$ cat config.mk
export PLATFORM = sky130hd
export DESIGN_NAME = lod_tile_index_sequencer
export DESIGN_NICKNAME = d
export VERILOG_FILES = /design/src/rtl/lts_pkg.sv /design/src/rtl/lts_seq_ctrl.sv /design/src/rtl/lts_tri_calc.sv /design/src/rtl/lts_out_fifo.sv /design/src/rtl/lod_tile_index_sequencer.sv
export SDC_FILE = /design/constraint.sdc
export NUM_CORES = 1
export LEC_CHECK = 0
export ABC_AREA = 0
export BUFFER_PORTS_ARGS = -buffer_cell sky130_fd_sc_hd__buf_2
export CELL_PAD_IN_SITES_DETAIL_PLACEMENT = 0
export CELL_PAD_IN_SITES_GLOBAL_PLACEMENT = 1
export CORE_UTILIZATION = 52
export CTS_CLUSTER_DIAMETER = 80
export DETAILED_ROUTE_END_ITERATION = 10
export PLACE_DENSITY = 0.95
export REMOVE_ABC_BUFFERS = 1
export SLEW_MARGIN = 20
export SYNTH_ARGS = -nofsm -noshare
export SYNTH_HDL_FRONTEND = slang
export SYNTH_SLANG_ARGS = --single-unit
$ cat constraint.sdc
create_clock -name clk -period 11.2 [get_ports clk]
set_input_delay 1.68 -clock clk [delete_from_list [all_inputs] [get_ports clk]]
set_output_delay 1.68 -clock clk [all_outputs]
set_load 0.05 [all_outputs]
$ cat src/rtl/lts_pkg.sv
// ----------------------------------------------------------------------------
// lts_pkg
// Shared types, constants and the level-of-detail table of the tile index
// sequencer.
// ----------------------------------------------------------------------------
package lts_pkg;

  // Tile geometry.
  localparam int TILE_SIZE    = 242;
  localparam int FINEST_LEVEL = 6;
  localparam int GRID_SPAN    = TILE_SIZE - 2;
  localparam int BV           = TILE_SIZE + 1;

  // Segment counts per level of detail; the step is 2 * (FINEST_LEVEL - level).
  localparam int SEG0 = GRID_SPAN / ((FINEST_LEVEL - 0) * 2);
  localparam int SEG1 = GRID_SPAN / ((FINEST_LEVEL - 1) * 2);
  localparam int SEG2 = GRID_SPAN / ((FINEST_LEVEL - 2) * 2);
  localparam int SEG3 = GRID_SPAN / ((FINEST_LEVEL - 3) * 2);
  localparam int SEG4 = GRID_SPAN / ((FINEST_LEVEL - 4) * 2);
  localparam int SEG5 = GRID_SPAN / ((FINEST_LEVEL - 5) * 2);
  localparam int SEG6 = GRID_SPAN;

  // Section codes, also used as the part of the tile being walked.
  typedef enum logic [2:0] {
    SEC_GRID   = 3'd0,
    SEC_LEFT   = 3'd1,
    SEC_RIGHT  = 3'd2,
    SEC_TOP    = 3'd3,
    SEC_BOTTOM = 3'd4
  } section_t;

  // Phase within one skirt strip.
  typedef enum logic [1:0] {
    PH_START = 2'd0,
    PH_JOIN  = 2'd1,
    PH_FAN   = 2'd2,
    PH_END   = 2'd3
  } phase_t;

  // Derived figures of one level of detail.
  typedef struct packed {
    logic [3:0]  inc;   // grid step
    logic [7:0]  seg;   // segments per side
    logic [8:0]  v;     // vertices per row
    logic [15:0] vv;    // grid vertex count
    logic [15:0] segv;  // first vertex of the last row
  } lvl_info_t;

  // Walk state; acc_v and acc_inc track row * v and row * inc incrementally.
  typedef struct packed {
    section_t    part;
    logic [7:0]  row;
    logic [7:0]  col;
    logic        half;
    logic [3:0]  fan;
    phase_t      phase;
    logic [15:0] acc_v;
    logic [7:0]  acc_inc;
  } seq_state_t;

  // One triangle of the index list.
  typedef struct packed {
    logic [15:0] corner_a;
    logic [15:0] corner_b;
    logic [15:0] corner_c;
    section_t    section;
    logic        tile_done;
  } tri_t;

  function automatic lvl_info_t mk_lvl(input int step, input int seg);
    lvl_info_t li;
    li.inc  = 4'(step);
    li.seg  = 8'(seg);
    li.v    = 9'(seg + 1);
    li.vv   = 16'((seg + 1) * (seg + 1));
    li.segv = 16'(seg * (seg + 1));
    return li;
  endfunction

  // Level of detail to grid figures; levels above the finest act as the finest.
  function automatic lvl_info_t lvl_lookup(input logic [2:0] lvl);
    lvl_info_t li;
    case (lvl)
      3'd0:    li = mk_lvl(12, SEG0);
      3'd1:    li = mk_lvl(10, SEG1);
      3'd2:    li = mk_lvl(8, SEG2);
      3'd3:    li = mk_lvl(6, SEG3);
      3'd4:    li = mk_lvl(4, SEG4);
      3'd5:    li = mk_lvl(2, SEG5);
      default: li = mk_lvl(1, SEG6);
    endcase
    return li;
  endfunction

endpackage

$ cat src/rtl/lts_seq_ctrl.sv
// ----------------------------------------------------------------------------
// lts_seq_ctrl
// Holds the level-of-detail register and the walk counters, and advances the
// walk by one triangle on every accepted tick.
// ----------------------------------------------------------------------------
module lts_seq_ctrl (
  input  logic                   clk,
  input  logic                   rst_n,
  input  logic                   cfg_wr_en,
  input  logic [2:0]             cfg_wr_data,
  input  logic                   step,
  input  logic                   restart,
  output lts_pkg::seq_state_t    cur_st,
  output lts_pkg::lvl_info_t     lvl
);
  import lts_pkg::*;

  logic [2:0]  level_r;
  seq_state_t  st_r;
  seq_state_t  st_nxt;
  seq_state_t  eff;
  logic [8:0]  col_inc;
  logic [8:0]  row_inc;
  logic [4:0]  fan_inc;

  assign lvl = lvl_lookup(level_r);

  // A restart tick starts from the first grid triangle.
  assign eff    = restart ? '0 : st_r;
  assign cur_st = eff;

  assign col_inc = {1'b0, eff.col} + 9'd1;
  assign row_inc = {1'b0, eff.row} + 9'd1;
  assign fan_inc = {1'b0, eff.fan} + 5'd1;

  // Next walk state after the triangle of the current state.
  always_comb begin
    st_nxt = eff;
    case (eff.part)
      SEC_LEFT, SEC_RIGHT, SEC_TOP, SEC_BOTTOM: begin
        case (eff.phase)
          PH_START: begin
            st_nxt.phase   = PH_JOIN;
            st_nxt.row     = '0;
            st_nxt.acc_v   = '0;
            st_nxt.acc_inc = '0;
            st_nxt.fan     = '0;
          end
          PH_JOIN: begin
            st_nxt.phase = PH_FAN;
            st_nxt.fan   = '0;
          end
          PH_FAN: begin
            st_nxt.fan = fan_inc[3:0];
            if (fan_inc >= {1'b0, lvl.inc}) begin
              st_nxt.fan     = '0;
              st_nxt.row     = row_inc[7:0];
              st_nxt.acc_v   = eff.acc_v + {7'd0, lvl.v};
              st_nxt.acc_inc = eff.acc_inc + {4'd0, lvl.inc};
              st_nxt.phase   = (row_inc >= {1'b0, lvl.seg}) ? PH_END : PH_JOIN;
            end
          end
          default: begin
            st_nxt.phase   = PH_START;
            st_nxt.row     = '0;
            st_nxt.acc_v   = '0;
            st_nxt.acc_inc = '0;
            st_nxt.fan     = '0;
            case (eff.part)
              SEC_LEFT:  st_nxt.part = SEC_RIGHT;
              SEC_RIGHT: st_nxt.part = SEC_TOP;
              SEC_TOP:   st_nxt.part = SEC_BOTTOM;
              default:   st_nxt      = '0;
            endcase
          end
        endcase
      end
      default: begin
        // Inner grid: two triangles per quad, row by row.
        if (!eff.half) begin
          st_nxt.half = 1'b1;
        end else begin
          st_nxt.half = 1'b0;
          st_nxt.col  = col_inc[7:0];
          if (col_inc >= {1'b0, lvl.seg}) begin
            st_nxt.col     = '0;
            st_nxt.row     = row_inc[7:0];
            st_nxt.acc_v   = eff.acc_v + {7'd0, lvl.v};
            st_nxt.acc_inc = eff.acc_inc + {4'd0, lvl.inc};
            if (row_inc >= {1'b0, lvl.seg}) begin
              st_nxt.row     = '0;
              st_nxt.acc_v   = '0;
              st_nxt.acc_inc = '0;
              st_nxt.part    = SEC_LEFT;
              st_nxt.phase   = PH_START;
              st_nxt.fan     = '0;
            end
          end
        end
      end
    endcase
  end

  // Level register and walk state; a level write restarts the tile.
  always_ff @(posedge clk) begin
    if (!rst_n) begin
      level_r <= 3'(FINEST_LEVEL);
      st_r    <= '0;
    end else if (cfg_wr_en) begin
      level_r <= cfg_wr_data;
      st_r    <= '0;
    end else if (step) begin
      st_r <= st_nxt;
    end
  end

  // The running products must match the row counter.
  a_acc_v: assert property (@(posedge clk) disable iff (!rst_n)
    st_r.acc_v == 16'({7'd0, st_r.row} * {7'd0, lvl.v}))
    else $error("row base out of step with row counter");

  a_acc_inc: assert property (@(posedge clk) disable iff (!rst_n)
    st_r.acc_inc == 8'({4'd0, st_r.row} * {8'd0, lvl.inc}))
    else $error("border offset out of step with row counter");

  a_bounds: assert property (@(posedge clk) disable iff (!rst_n)
    st_r.fan < lvl.inc && st_r.col < lvl.seg && st_r.row <= lvl.seg)
    else $error("walk counter beyond its range");

endmodule

$ cat src/rtl/lts_tri_calc.sv
// ----------------------------------------------------------------------------
// lts_tri_calc
// Builds the three vertex indices, the section and the end-of-tile flag of
// the triangle that the current walk state points at.
// ----------------------------------------------------------------------------
module lts_tri_calc (
  input  lts_pkg::seq_state_t st,
  input  lts_pkg::lvl_info_t  lvl,
  output lts_pkg::tri_t       tri_out
);
  import lts_pkg::*;

  logic [15:0] ga;
  logic [15:0] gb;
  logic [15:0] base;
  logic [15:0] bi;
  logic [15:0] bv1;
  logic [15:0] bv2;
  logic [15:0] lo;
  logic [15:0] hi;
  logic [15:0] fv;
  logic [15:0] seg16;
  logic [15:0] s16;

  assign seg16 = {8'd0, lvl.seg};
  assign s16   = {8'd0, st.row};

  // Grid quad corners.
  assign ga = {8'd0, st.col} + st.acc_v;
  assign gb = ga + {7'd0, lvl.v};

  // Border vertex base of the strip.
  always_comb begin
    case (st.part)
      SEC_RIGHT:  base = lvl.vv + 16'(BV);
      SEC_TOP:    base = lvl.vv + 16'(2 * BV);
      SEC_BOTTOM: base = lvl.vv + 16'(3 * BV);
      default:    base = lvl.vv;
    endcase
  end

  assign bi  = base + 16'd1 + {8'd0, st.acc_inc};
  assign bv2 = base + 16'(BV - 2);
  assign bv1 = base + 16'(BV - 1);
  assign fv  = bi + {12'd0, st.fan};

  // Grid vertices on the edge that the strip joins.
  always_comb begin
    case (st.part)
      SEC_LEFT: begin
        lo = st.acc_v;
        hi = st.acc_v + {7'd0, lvl.v};
      end
      SEC_RIGHT: begin
        lo = seg16 + st.acc_v;
        hi = seg16 + st.acc_v + {7'd0, lvl.v};
      end
      SEC_TOP: begin
        lo = s16;
        hi = s16 + 16'd1;
      end
      default: begin
        lo = lvl.segv + s16;
        hi = lvl.segv + s16 + 16'd1;
      end
    endcase
  end

  // Triangle selection.
  always_comb begin
    tri_out.section   = (st.part == SEC_LEFT || st.part == SEC_RIGHT ||
                         st.part == SEC_TOP || st.part == SEC_BOTTOM) ? st.part : SEC_GRID;
    tri_out.tile_done = (st.part == SEC_BOTTOM) && (st.phase == PH_END);
    tri_out.corner_a  = ga;
    tri_out.corner_b  = gb;
    tri_out.corner_c  = ga + 16'd1;
    if (tri_out.section == SEC_GRID) begin
      if (st.half) begin
        tri_out.corner_a = gb;
        tri_out.corner_b = gb + 16'd1;
      end
    end else begin
      case (st.phase)
        PH_START: begin
          tri_out.corner_a = base;
          case (st.part)
            SEC_LEFT: begin
              tri_out.corner_b = base + 16'd1; tri_out.corner_c = '0;
            end
            SEC_RIGHT: begin
              tri_out.corner_b = seg16;        tri_out.corner_c = base + 16'd1;
            end
            SEC_TOP: begin
              tri_out.corner_b = '0;           tri_out.corner_c = base + 16'd1;
            end
            default: begin
              tri_out.corner_b = base + 16'd1; tri_out.corner_c = lvl.segv;
            end
          endcase
        end
        PH_JOIN: begin
          tri_out.corner_a = lo;
          if (st.part == SEC_LEFT || st.part == SEC_BOTTOM) begin
            tri_out.corner_b = bi;
            tri_out.corner_c = hi;
          end else begin
            tri_out.corner_b = hi;
            tri_out.corner_c = bi;
          end
        end
        PH_FAN: begin
          tri_out.corner_a = fv;
          if (st.part == SEC_LEFT || st.part == SEC_BOTTOM) begin
            tri_out.corner_b = fv + 16'd1;
            tri_out.corner_c = hi;
          end else begin
            tri_out.corner_b = hi;
            tri_out.corner_c = fv + 16'd1;
          end
        end
        default: begin
          case (st.part)
            SEC_LEFT: begin
              tri_out.corner_a = bv2; tri_out.corner_b = bv1; tri_out.corner_c = lvl.segv;
            end
            SEC_RIGHT: begin
              tri_out.corner_a = bv1; tri_out.corner_b = bv2;
              tri_out.corner_c = lvl.vv - 16'd1;
            end
            SEC_TOP: begin
              tri_out.corner_a = bv2; tri_out.corner_b = seg16; tri_out.corner_c = bv1;
            end
            default: begin
              tri_out.corner_a = lvl.vv - 16'd1; tri_out.corner_b = bv2;
              tri_out.corner_c = bv1;
            end
          endcase
        end
      endcase
    end
  end

endmodule

$ cat src/rtl/lts_out_fifo.sv
// ----------------------------------------------------------------------------
// lts_out_fifo
// Two-entry result buffer; while it holds one triangle it still takes one more
// as the consumer stalls, and its ready depends on its own fill level only.
// ----------------------------------------------------------------------------
module lts_out_fifo (
  input  logic           clk,
  input  logic           rst_n,
  input  logic           push,
  input  lts_pkg::tri_t  push_data,
  input  logic           pop,
  output logic           full,
  output logic           valid,
  output lts_pkg::tri_t  head
);
  import lts_pkg::*;

  tri_t       mem_r [2];
  logic       wr_ptr_r;
  logic       rd_ptr_r;
  logic [1:0] count_r;
  logic       do_pop;

  assign full   = (count_r == 2'd2);
  assign valid  = (count_r != 2'd0);
  assign head   = mem_r[rd_ptr_r];
  assign do_pop = pop && valid;

  // Pointers and fill level.
  always_ff @(posedge clk) begin
    if (!rst_n) begin
      wr_ptr_r <= 1'b0;
      rd_ptr_r <= 1'b0;
      count_r  <= 2'd0;
    end else begin
      if (push) begin
        wr_ptr_r <= ~wr_ptr_r;
      end
      if (do_pop) begin
        rd_ptr_r <= ~rd_ptr_r;
      end
      count_r <= count_r + {1'b0, push} - {1'b0, do_pop};
    end
  end

  // Storage.
  always_ff @(posedge clk) begin
    if (push) begin
      mem_r[wr_ptr_r] <= push_data;
    end
  end

endmodule

$ cat src/rtl/lod_tile_index_sequencer.sv
// ----------------------------------------------------------------------------
// lod_tile_index_sequencer
// Terrain tile triangle index sequencer, one triangle per input tick.
// ----------------------------------------------------------------------------
// Every input transfer yields exactly one triangle of the tile's index list.
// One transfer is accepted per clock cycle while the result buffer is not
// full; its triangle is built from the walk counters in the same cycle and
// appears on the output in the next cycle from a two-entry result buffer.
// In steady flow the buffer holds one triangle, so a stalled output cycle
// still accepts one more tick, and the input is then held off while the
// buffer is full. The walk counters keep running row and border offsets that
// grow by addition, which holds the index path to a few 16-bit adders. A
// write of the level of detail takes effect at once and restarts the tile at
// its first grid triangle; it is meant to be done while no result is pending.
module lod_tile_index_sequencer (
  input  logic        clk,
  input  logic        rst_n,
  // Level of detail register.
  input  logic        cfg_wr_en,
  input  logic [2:0]  cfg_wr_data,
  // Tick stream.
  input  logic        in_tvalid,
  output logic        in_tready,
  input  logic [7:0]  in_tdata,    // [0] restart, [7:1] zero
  // Triangle stream.
  output logic        out_tvalid,
  input  logic        out_tready,
  output logic [47:0] out_tdata,   // [15:0] corner_a, [31:16] corner_b, [47:32] corner_c
  output logic [2:0]  out_tuser,   // [2:0] section
  output logic        out_tlast    // tile_done
);
  import lts_pkg::*;

  seq_state_t cur_st;
  lvl_info_t  lvl;
  tri_t       tri_new;
  tri_t       tri_head;
  logic       in_xfer;
  logic       buf_full;

  assign in_tready = !buf_full;
  assign in_xfer   = in_tvalid && in_tready;

  // Walk counters and level register.
  lts_seq_ctrl u_ctrl (
    .clk         (clk),
    .rst_n       (rst_n),
    .cfg_wr_en   (cfg_wr_en),
    .cfg_wr_data (cfg_wr_data),
    .step        (in_xfer),
    .restart     (in_tdata[0]),
    .cur_st      (cur_st),
    .lvl         (lvl)
  );

  // Index generation.
  lts_tri_calc u_calc (
    .st      (cur_st),
    .lvl     (lvl),
    .tri_out (tri_new)
  );

  // Result buffer.
  lts_out_fifo u_fifo (
    .clk       (clk),
    .rst_n     (rst_n),
    .push      (in_xfer),
    .push_data (tri_new),
    .pop       (out_tready),
    .full      (buf_full),
    .valid     (out_tvalid),
    .head      (tri_head)
  );

  assign out_tdata = {tri_head.corner_c, tri_head.corner_b, tri_head.corner_a};
  assign out_tuser = tri_head.section;
  assign out_tlast = tri_head.tile_done;

  // The end of the tile is always the bottom strip's end triangle.
  a_done_bottom: assert property (@(posedge clk) disable iff (!rst_n)
    out_tvalid && out_tlast |-> out_tuser == SEC_BOTTOM)
    else $error("tile end flagged outside the bottom strip");

  // A level write puts the walk back at the first grid triangle.
  a_cfg_restart: assert property (@(posedge clk) disable iff (!rst_n)
    cfg_wr_en |=> cur_st.part == SEC_GRID && cur_st.row == 8'd0 &&
                  cur_st.col == 8'd0 && !cur_st.half)
    else $error("level write did not restart the tile");

  // Every accepted tick leaves a triangle ready in the next cycle.
  a_result_follows: assert property (@(posedge clk) disable iff (!rst_n)
    in_xfer |=> out_tvalid)
    else $error("accepted tick produced no triangle");

endmodule

==> metrics.cfg <==
[synth]
yosysUniqueCellTypes=98
ys_ff_latch=162
syn_inst=2101
avgSynthCellArea_um2=7.896
synth.largest_area_cell=edfxtp_1
syn_area_um2=16590
seq_area_frac_synth_pct=25.82
synthFlopType=edfxtp_1
ys_warn_count=0
yosys-top-cells-area=edfxtp_1, dfxtp_1, ha_1, o21ai_0, a21oi_1
yosys.area.top_type_share_pct=18.82
synth-edff-count=104
synthArstFlopShare_pct=0

[cells_and_area]
final_nets=2209
n_antenna_cell=0
area_growth_pct=7.421
drive_above_1_share_pct=11.49
design_area_um2=17820

[critical_path]
critPathArrivalTime_ns=8.52
startpoint_type=primary input
critPathCaptureType=register
r2r-start=u_ctrl.level_r[2]$_SDFFE_PN1P_
crit_start=in_tdata[0]
critPathMaxFanout=16
cp_data_required_time_ns=11.39
crit_type=primary input to register

[global_routing]
overflow=0
grt_max_degree=75
grt_antenna_before_repair=3
grt_pass1_vias=16120
grt_pass1_wl_um=100700
grt_usage_pct=41.45

[cts]
cts_hold_buffers=0
numClockSinks=162
cts_setup_buffers=0
clkSlewWorstSetupHoldPaths_ns=0.08
tritoncts=yes
cts-buffers-inserted=17
cts_resized=0
clk_latency_ns=0.49
root_buffer=clkbuf_16
clockBufferDepth=2
htreeDepth=4

[detailed_routing]
top_layer=met5
vias=17450
drc=0
drt_pass1_iterations=6
met3_length_um=7702
drt-total-wl_um=67970
via_per_inst=6.956
drt-initial-drc-count=2713
dr_wl_met2_um=28590
wire_per_inst_um=27.09
wl_met1_um=26670
ant_nets=0

[hold_path]
hp-class=register to register
hold_start=u_ctrl.st_r[7]$_SDFFE_PP0P_

[job]
max_cap_violations=0

[timing]
slew_viol_final=0
finalSetupViolations=0
fmaxAchievable_mhz=120.2
finalCritPeriodShare_pct=74.30
hold_viol_final=0
rsz0062_at_grt=false
clock-skew-final_ns=0.01802
finalWorstSetupSlack_ns=2.879
max_slew_margin_pct=24.22
finalSetupTns_ns=0
worst_slew_pin_slew_ns=1.129
period_minus_slack_ns=8.321

[place]
gp_congestion=1.034
dp_hpwl_um=49320
port_buffers=62
pre_cts_slack_ns=2.810
place_area_um2=17220

[power]
p_int_uw=1284
p_leak_uw=0.006771
powerDensity_nw_per_um2=125.6
power_frac_clock_pct=27.8
p_sw_uw=954.1
vdd_drop_max_uv=114.1
p_comb_share_pct=39.2
seq_power_share_pct=33.1
swShare_pct=42.62

[floorplan]
dieArea_um2=32620
die_h_um=180.6
coreArea_um2=31470
rows=65
die_w_um=180.6
io_pins=70
start_util_pct=52.71

[run_status]
status=completed

-- path summary, 6_finish.rpt --
kind	slack, ns	cells past startpoint	to
setup / recovery	2.88	24	u_fifo.mem_r[0][17]$_DFFE_PP_
hold / removal	0.49	2	u_ctrl.st_r[7]$_SDFFE_PP0P_
setup reg to reg	3.41	20	u_fifo.mem_r[0][17]$_DFFE_PP_
hold reg to reg	0.49	2	u_ctrl.st_r[7]$_SDFFE_PP0P_
-- power by group through the flow --
stage | clock (uW) | sequential (uW) | combinational (uW)
global route | 645 | 745 | 923
floorplan | 0 | 762 | 629
CTS | 624 | 740 | 863
finish | 622 | 740 | 876
detailed placement | 0 | 753 | 860
global placement | 0 | 748 | 849
-- Yosys cell counts (6+ instances only) --
master,instances
o211ai_1,25
inv_1,79
nor3b_1,11
mux2_2,59
xor2_1,72
a211o_1,6
and2_1,19
a22oi_1,52
nand4_1,18
clkbuf_1,108
a2111oi_0,6
edfxtp_1,104
fa_1,8
dfxtp_1,58
or3_1,11
a21boi_0,6
nand3b_1,6
ha_1,91
xnor2_1,86
o31ai_1,9
or2_2,7
nor2_1,199
a221o_1,8
a221oi_1,21
nand2_1,196
o21a_1,25
o21ai_0,180
o221ai_1,15
nor2b_1,47
o22ai_1,33
buf_1,11
a21oi_1,165
a31oi_1,32
a22o_1,10
nand3_1,50
nand2b_1,24
a211oi_1,25
a31o_2,6
nor3_1,32
mux2i_1,16
and3_1,21
a21o_1,27
-- flip-flops by register name, indices dropped and copies added (netlist names), named ones only --
signal / count
u_fifo.mem_r: 104
u_fifo.rd_ptr_r: 1
u_fifo.count_r: 2
u_ctrl.level_r: 3
u_fifo.wr_ptr_r: 1
u_ctrl.st_r: 50
-- cell type report --
class,instances,area (um^2)
multi-input combinational,1724,11500
fill,3000,13650
clock inverter,15,166.4
sequential,162,4285
tap,402,503.0
clock buffer,17,425.4
timing repair buffer,102,610.6
inverter,87,334.1
-- worst max-delay path, stage by stage --
cell and delay, ns:
buf_2 0.30, inv_2 0.28, nand3_4 0.29, inv_2 0.16
ha_1 0.24, inv_1 0.06, ha_1 0.15, nand2b_1 0.15
nand4_1 0.20, nor2_1 0.14, a21oi_1 0.05, o21ai_0 0.70
inv_1 0.22, ha_1 0.28, nor4_1 0.45, a2bb2oi_1 0.18
o211a_1 0.19, or3_1 0.47, a2111oi_4 0.55, nand2_1 0.22
o21ai_0 0.70, a31oi_1 0.25, a221oi_1 0.43, o22ai_1 0.16
-- logic make-up (layout without fill, tap and decap cells) --
family	after synthesis	after routing	share of synthesized area, %
multiplexers	76	76	5.061
buffers and inverters	215	221	5.083
AO/OA/AOI/OAI	711	711	27.88
flip-flops	162	162	25.82
AND/OR/NAND/NOR	678	678	19.78
adder cells (fa/ha/maj)	99	99	7.829
XOR/XNOR	160	160	8.538
-- metal layers --
layer  up-vias  track usage [%]
li1       7756                -
met1      8226            53.95
met2      1205            61.55
met3       264            8.407
met4         2            28.96
met5         -                0
-- metrics by stage --
| step | hold WS (ns) | util [%] | cells | total power (uW) |
|---|---|---|---|---|
| final | 0.4912 | 56.62 | 2509 | 2238 |
| after global routing | 0.5352 | 56.62 | 2509 | 2313 |
| after CTS | 0.4934 | 56.61 | 2509 | 2227 |
| after detailed placement | 0.4826 | 54.72 | 2477 | 1613 |
| after global placement | 0.4625 | 54.72 | 2477 | 1597 |
| after floorplan | 0.4516 | - | 1973 | 1391 |
-- placed cells by master (no fill, tap or decap), drive strengths merged, types with 27 or more instances in the layout --
cell type,netlist,layout
ha,91,91
nor2,203,203
xor2,73,73
a22oi,52,52
dfxtp,58,58
o21ai,185,185
a31oi,32,32
xnor2,87,87
inv,83,91
edfxtp,104,104
mux2,60,60
a21oi,165,165
a21o,27,27
nor3,32,32
nand2,198,198
nor2b,47,47
o22ai,33,33
nand3,52,52
buf,20,102
Note: power is estimated with default switching activity, not from simulation.
